File: config.mk
export PLATFORM = sky130hd
export DESIGN_NAME = vfa_ctrl
export DESIGN_NICKNAME = d
export VERILOG_FILES = /design/src/rtl/vfa_pkg.sv /design/src/rtl/vfa_ctrl.sv
export VERILOG_INCLUDE_DIRS = /design/src /design/src/rtl
export SDC_FILE = /design/constraint.sdc
export NUM_CORES = 1
export LEC_CHECK = 0
export BUFFER_PORTS_ARGS = -buffer_cell sky130_fd_sc_hd__buf_4
export CORE_UTILIZATION = 55
export CTS_CLUSTER_SIZE = 28
export DETAILED_ROUTE_END_ITERATION = 10
export PLACE_DENSITY = 0.78
export SLEW_MARGIN = 20
export SYNTH_ARGS = -nofsm -noshare
export SYNTH_HDL_FRONTEND = slang
export SYNTH_SLANG_ARGS = --single-unit
File: constraint.sdc
create_clock -name clock -period 2.1 [get_ports clock]
set_input_delay 0.42 -clock clock [delete_from_list [all_inputs] [get_ports clock]]
set_output_delay 0.42 -clock clock [all_outputs]
set_load 0.005 [all_outputs]
File: src/rtl/assert_macros.svh
// ---------------------------------------------------------------------------
// assert_macros.svh
// Assertion shorthands used by vfa_ctrl.
// ---------------------------------------------------------------------------
`ifndef ASSERT_MACROS_SVH
`define ASSERT_MACROS_SVH

// same-cycle implication
`define VFA_ASSERT_IMP(label, clk, rst, cond, cons) \
   label: assert property (@(posedge clk) disable iff (rst) (cond) |-> (cons)) \
      else $error("assertion failed");

// next-cycle implication
`define VFA_ASSERT_NXT(label, clk, rst, cond, cons) \
   label: assert property (@(posedge clk) disable iff (rst) (cond) |=> (cons)) \
      else $error("assertion failed");

`endif

File: src/rtl/vfa_pkg.sv
// ---------------------------------------------------------------------------
// vfa_pkg
// Shared widths, operation codes and controller/datapath command types.
// ---------------------------------------------------------------------------
package vfa_pkg;

   localparam int MODE_W = 3;
   localparam int WORD_W = 64;
   localparam int EXP_W  = 11;   // signed working exponent

   localparam logic [MODE_W-1:0] MODE_ADD = 3'd0;
   localparam logic [MODE_W-1:0] MODE_SUB = 3'd1;
   localparam logic [MODE_W-1:0] MODE_MUL = 3'd2;
   localparam logic [MODE_W-1:0] MODE_DIV = 3'd3;
   localparam logic [MODE_W-1:0] MODE_CMP = 3'd4;

   localparam logic [WORD_W-1:0] RESV_WORD = 64'h8000;

   typedef enum logic [4:0] {
      OP_IDLE, OP_LOAD, OP_PRE, OP_ALIGN, OP_SUM, OP_CHKZ, OP_NORM, OP_FMUL,
      OP_MFIX, OP_M0, OP_M1, OP_M2, OP_M3, OP_M4, OP_TNEG, OP_DINIT, OP_DSTEP,
      OP_DFIN, OP_RND7, OP_PACK, OP_FINISH
   } vfa_op_type;

   typedef enum logic [1:0] {PAIR_AB, PAIR_LB7, PAIR_LT, PAIR_LA7} vfa_pair_type;

   typedef enum logic [1:0] {CLS_ADD, CLS_MUL, CLS_DIV, CLS_OTHER} vfa_class_type;

   typedef struct packed {
      vfa_op_type   op;
      vfa_pair_type pair;
      logic         fine;   // 29/3 scaling, else 22/10
      logic         to_t;   // multiply result goes to t, else l
   } vfa_cmd_type;

   typedef struct packed {
      logic          early;
      logic          far;
      logic          l_zero;
      logic          norm_done;
      vfa_class_type cls;
      logic          dbl;
   } vfa_stat_type;

endpackage

File: src/rtl/vfa_ctrl.sv
// ---------------------------------------------------------------------------
// vfa_ctrl
// Sequencer: walks the datapath through each instruction, owns the handshakes.
// ---------------------------------------------------------------------------
`include "assert_macros.svh"

module vfa_ctrl (
   input  logic                   clock,
   input  logic                   reset,
   input  logic                   req_valid,
   output logic                   req_ready,
   output logic                   rsp_valid,
   input  logic                   rsp_ready,
   output vfa_pkg::vfa_cmd_type   cmd,
   input  vfa_pkg::vfa_stat_type  stat
);
   import vfa_pkg::*;

   typedef enum logic [4:0] {
      S_IDLE, S_PRE, S_ALIGN, S_SUM, S_CHKZ, S_NORM, S_FMUL, S_MFIX,
      S_M0, S_M1, S_M2, S_M3, S_M4, S_TNEG, S_DINIT, S_DSTEP, S_DFIN,
      S_RND7, S_PACK, S_FINISH
   } state_type;

   typedef enum logic [1:0] {J_DMUL, J_NT1, J_NT2, J_FIN} job_type;

   state_type  state_ff, state_in;
   job_type    job_ff, job_in;
   logic [5:0] cnt_ff, cnt_in;
   logic [1:0] iter_ff, iter_in;
   logic       out_valid_ff, out_valid_in;
   logic       fire;

   assign req_ready = (state_ff == S_IDLE);
   assign rsp_valid = out_valid_ff;
   assign fire      = !out_valid_ff || rsp_ready;

   always_comb begin
      state_in     = state_ff;
      job_in       = job_ff;
      cnt_in       = cnt_ff;
      iter_in      = iter_ff;
      out_valid_in = out_valid_ff && !rsp_ready;
      cmd.op       = OP_IDLE;
      cmd.pair     = PAIR_AB;
      cmd.fine     = 1'b0;
      cmd.to_t     = 1'b0;
      unique case (job_ff)
         J_DMUL: cmd.pair = PAIR_AB;
         J_NT1:  begin cmd.pair = PAIR_LB7; cmd.fine = 1'b1; cmd.to_t = 1'b1; end
         J_NT2:  begin cmd.pair = PAIR_LT;  cmd.fine = 1'b1; end
         J_FIN:  begin cmd.pair = PAIR_LA7; cmd.fine = 1'b1; end
      endcase

      unique case (state_ff)
         S_IDLE: begin
            if (req_valid) begin
               cmd.op   = OP_LOAD;
               state_in = S_PRE;
            end
         end
         S_PRE: begin
            cmd.op = OP_PRE;
            if (stat.early) begin
               state_in = S_FINISH;
            end else begin
               unique case (stat.cls)
                  CLS_ADD: state_in = S_ALIGN;
                  CLS_MUL: begin
                     job_in   = J_DMUL;
                     state_in = stat.dbl ? S_M0 : S_FMUL;
                  end
                  CLS_DIV:   state_in = S_DINIT;
                  CLS_OTHER: state_in = S_FINISH;
               endcase
            end
         end
         S_ALIGN: begin
            cmd.op   = OP_ALIGN;
            state_in = stat.far ? S_FINISH : S_SUM;
         end
         S_SUM: begin
            cmd.op   = OP_SUM;
            state_in = S_CHKZ;
         end
         S_CHKZ: begin
            cmd.op   = OP_CHKZ;
            state_in = stat.l_zero ? S_FINISH : S_NORM;
         end
         S_NORM: begin
            cmd.op = OP_NORM;
            if (stat.norm_done) state_in = S_PACK;
         end
         S_FMUL: begin
            cmd.op   = OP_FMUL;
            state_in = S_MFIX;
         end
         S_MFIX: begin
            cmd.op   = OP_MFIX;
            state_in = S_PACK;
         end
         S_M0: begin cmd.op = OP_M0; state_in = S_M1; end
         S_M1: begin cmd.op = OP_M1; state_in = S_M2; end
         S_M2: begin cmd.op = OP_M2; state_in = S_M3; end
         S_M3: begin cmd.op = OP_M3; state_in = S_M4; end
         S_M4: begin
            cmd.op = OP_M4;
            unique case (job_ff)
               J_DMUL: state_in = S_MFIX;
               J_NT1:  state_in = S_TNEG;
               J_NT2: begin
                  iter_in  = iter_ff + 2'd1;
                  job_in   = (iter_ff == 2'd2) ? J_FIN : J_NT1;
                  state_in = S_M0;
               end
               J_FIN:  state_in = S_RND7;
            endcase
         end
         S_TNEG: begin
            cmd.op   = OP_TNEG;
            job_in   = J_NT2;
            state_in = S_M0;
         end
         S_DINIT: begin
            cmd.op   = OP_DINIT;
            cnt_in   = 6'd0;
            state_in = S_DSTEP;
         end
         S_DSTEP: begin
            cmd.op = OP_DSTEP;
            cnt_in = cnt_ff + 6'd1;
            if (cnt_ff == 6'd63) state_in = S_DFIN;
         end
         S_DFIN: begin
            cmd.op = OP_DFIN;
            if (stat.dbl) begin
               job_in   = J_NT1;
               iter_in  = 2'd0;
               state_in = S_M0;
            end else begin
               state_in = S_CHKZ;
            end
         end
         S_RND7: begin
            cmd.op   = OP_RND7;
            state_in = S_CHKZ;
         end
         S_PACK: begin
            cmd.op   = OP_PACK;
            state_in = S_FINISH;
         end
         S_FINISH: begin
            if (fire) begin
               cmd.op       = OP_FINISH;
               out_valid_in = 1'b1;
               state_in     = S_IDLE;
            end
         end
         default: state_in = S_IDLE;
      endcase
   end

   always_ff @(posedge clock) begin
      if (reset) begin
         state_ff     <= S_IDLE;
         job_ff       <= J_DMUL;
         cnt_ff       <= 6'd0;
         iter_ff      <= 2'd0;
         out_valid_ff <= 1'b0;
      end else begin
         state_ff     <= state_in;
         job_ff       <= job_in;
         cnt_ff       <= cnt_in;
         iter_ff      <= iter_in;
         out_valid_ff <= out_valid_in;
      end
   end

   `VFA_ASSERT_NXT(a_accept_to_pre, clock, reset, req_valid && req_ready, state_ff == S_PRE)
   `VFA_ASSERT_NXT(a_div_64_steps, clock, reset, state_ff == S_DSTEP && cnt_ff == 6'd63, state_ff == S_DFIN)
   `VFA_ASSERT_IMP(a_rsp_from_finish, clock, reset, $rose(out_valid_ff), $past(state_ff) == S_FINISH)
   `VFA_ASSERT_IMP(a_three_newton, clock, reset, state_ff == S_RND7, iter_ff == 2'd3)

endmodule

==> summary.md <==
| Metric | Value |
|---|---|
| # H-tree levels | `1` |
| Setup Skew | `2.23 ps` |
| Drt total wl | `3550 um` |
| Pre-CTS setup slack | `161 ps` |
| CP Data Required Time | `2270 ps` |
| Post-Layout Cell Count | `236` |
| Routed WL per cell | `15.0 um` |
| Main combinational cell family by area after synthesis | `simple AND/OR/NAND/NOR gates` |
| Yosys top cell area share | `23.4%` |
| Minimum clock period | `1990 ps` |
| FMAX | `503 MHz` |
| First-pass GRT wire length | `6010 um` |
| Asr flop ratio synth | `0%` |
| Post-synthesis register bit count | `16` |
| Top cell type by total area after synthesis | `dfxtp_1` |
| Most common cell in the netlist | `nor2_1` |
| Cts repair resizes | `0` |
| Post-synth top cells | `nor2_1 (27), dfxtp_1 (16), nand2_1 (16), a21oi_1 (13), clkbuf_1 (11)` |
| CTS tree | `built` |
| Total power | `1.58 mW` |
| Starting DRT DRC Count | `65` |
| Final Max Tran Viols | `0` |
| Fillers | `190` |
| Synthesized area per cell | `7.31 um2` |
| Antenna-violating nets left | `0` |
| Num ports | `22` |
| Mapped Cells | `187` |
| EDFF count, synth | `0` |
| Slew Limit Headroom | `51.5%` |
| Die area | `0.00269 mm2` |
| # setup viols final | `0` |
| Vias after detailed routing | `1,502` |
| CP endpoint kind | `register` |
| Post-synthesis sequential area ratio | `23.4%` |
| Pwr/cell area | `983 mW/mm2` |
| WHS | `438 ps` |
| Routability cong. | `0.923` |
| Worst-path fanout max | `8` |
| P&R area growth vs syn | `17.8%` |
| Area contributors post-synth | `dfxtp_1 (23%), nor2_1 (7.4%), ha_1 (7.3%), a21oi_1 (4.8%), nand2_1 (4.4%)` |
| Hold Crit Class | `primary input to register` |
| Clock root cell | `clkbuf_4` |
| Post-DP Area | `0.00157 mm2` |
| Setup Crit Path Kind | `register to register` |
| # rows | `17` |
| CTS sink count | `16` |
| Antenna cells | `0` |
| Post-DP HPWL | `2700 um` |
| Post-CTS Hold Fix Bufs | `0` |
| Largest net degree at the start of global routing | `20` |
| Longest Clk Path Bufs | `2` |
| Critical Path AT | `2160 ps` |
| PortBufs | `21` |
| Cell variety after synth | `49` |
| Final #Nets | `228` |
| Post-synth top flop | `dfxtp_1` |
| Run status | `finished clean` |
| Xor and xnor fraction of the mapped netlist area | `1.92%` |
| Mapped Area | `0.00137 mm2` |
| Pleak | `0.636 nW` |
| Total CTS buffers | `3` |
| Clock slew at reported path FFs | `90 ps` |
| Die H | `51.9 um` |
| RSZ-0062 raised after global routing | `no` |
| Core ar. | `0.00228 mm2` |
| Post-route DRC | `0` |
| Share of layout cells above drive strength 1 | `20.7%` |
| Hold Fails Final Rpt | `0` |
| Initial core utilization | `60.1%` |
| Worst-Skew Late Latency | `280 ps` |
| Initial antenna violation count | `0` |
| Post-route setup slack | `113 ps` |
| Vias/cell | `6.36` |
| Worst IR Drop VDD | `0.787 mV` |
| Die width | `51.9 um` |
| DR pass1 iterations | `4` |
| Post-CTS Setup Inserts | `0` |
| Post-synthesis mux area share | `1.46%` |
| Max-cap violations | `0` |
| Placed Instances | `232` |
| Post-Synth Adder-Cell Area | `7.32%` |
| Worst slew pin tran | `723 ps` |
| Fin area | `0.00161 mm2` |
| Syn Nets | `206` |
| Simple-Gate Fraction of Synth Area | `34.5%` |
| Final Core Density | `70.8%` |
| Syn. warnings | `0` |
| Number of global-route vias before repair | `1,337` |
| Complex-gate fraction of the synthesized area | `25.1%` |
| Grt total ovfl | `0` |
| GRT Total Usage | `29.5%` |
| CP startpoint kind | `register` |
| Setup TNS Final | `0 ps` |
| Part of the cycle the worst path needs | `94.6%` |
## sequential cells by signal, indices dropped and copies added, names as in the netlist
name	count
cnt_ff	6
job_ff	2
state_ff	5
iter_ff	2
rsp_valid	1
## worst max-delay path: stages (launching register included)
cell	delay, ps
dfxtp_1	350
or2_1	360
nor3_1	650
mux2i_1	280
a2bb2oi_1	190
nor2_1	50
## layout make-up
cell class / count / area [um2] / share of cell area, %
clock buffer: 4 / 36.3 / 2.25
inverter: 7 / 26.3 / 1.63
sequential: 16 / 320 / 19.9
multi-input combinational: 151 / 961 / 59.6
tap: 28 / 35.0 / 2.17
timing repair buffer: 30 / 233 / 14.4
## layer usage
metal | global-route usage [%] | share of wire (%) | up-vias
met2 | 47.2 | 46 | 63
met1 | 41.1 | 45 | 711
met5 | 0 | 0 | -
li1 | - | - | 722
met3 | 2.34 | 7.2 | 6
met4 | 10.4 | 1.5 | 0
## cells by family after synthesis
logic type | after synthesis
AND/OR/NAND/NOR | 89
AO/OA/AOI/OAI | 49
buffers and inverters | 20
flip-flops | 16
adder cells (fa/ha/maj) | 8
XOR/XNOR | 3
multiplexers | 2
## final timing paths
path	slack [ps]	endpoint	from	depth (start not counted)
max	110	iter_ff[0]	state_ff[4]	5
min	440	cnt_ff[1]	reset	2
max reg2reg	110	iter_ff[0]	state_ff[4]	5
min reg2reg	480	cnt_ff[1]	cnt_ff[1]	2
## where the power goes
| part | switching, mW | total, mW | internal (mW) |
|---|---|---|---|
| registers | 0.0465 | 0.390 | 0.343 |
| clock network | 0.0917 | 0.197 | 0.105 |
| logic | 0.546 | 0.997 | 0.450 |
| total | 0.684 | 1.58 | 0.899 |
## cells in the final DEF, fill, tap and decap left out, types with 6 or more instances in the layout
cell type | netlist | layout
nor2_1 | 27 | 27
nand2_1 | 16 | 16
inv_1 | 7 | 7
dfxtp_1 | 16 | 16
o21ai_0 | 8 | 8
nor2b_1 | 7 | 7
buf_4 | 1 | 28
a21oi_1 | 13 | 13
nor3_1 | 9 | 9
nand3_1 | 6 | 6
ha_1 | 8 | 8
Note: power is estimated with default switching activity, not from simulation.
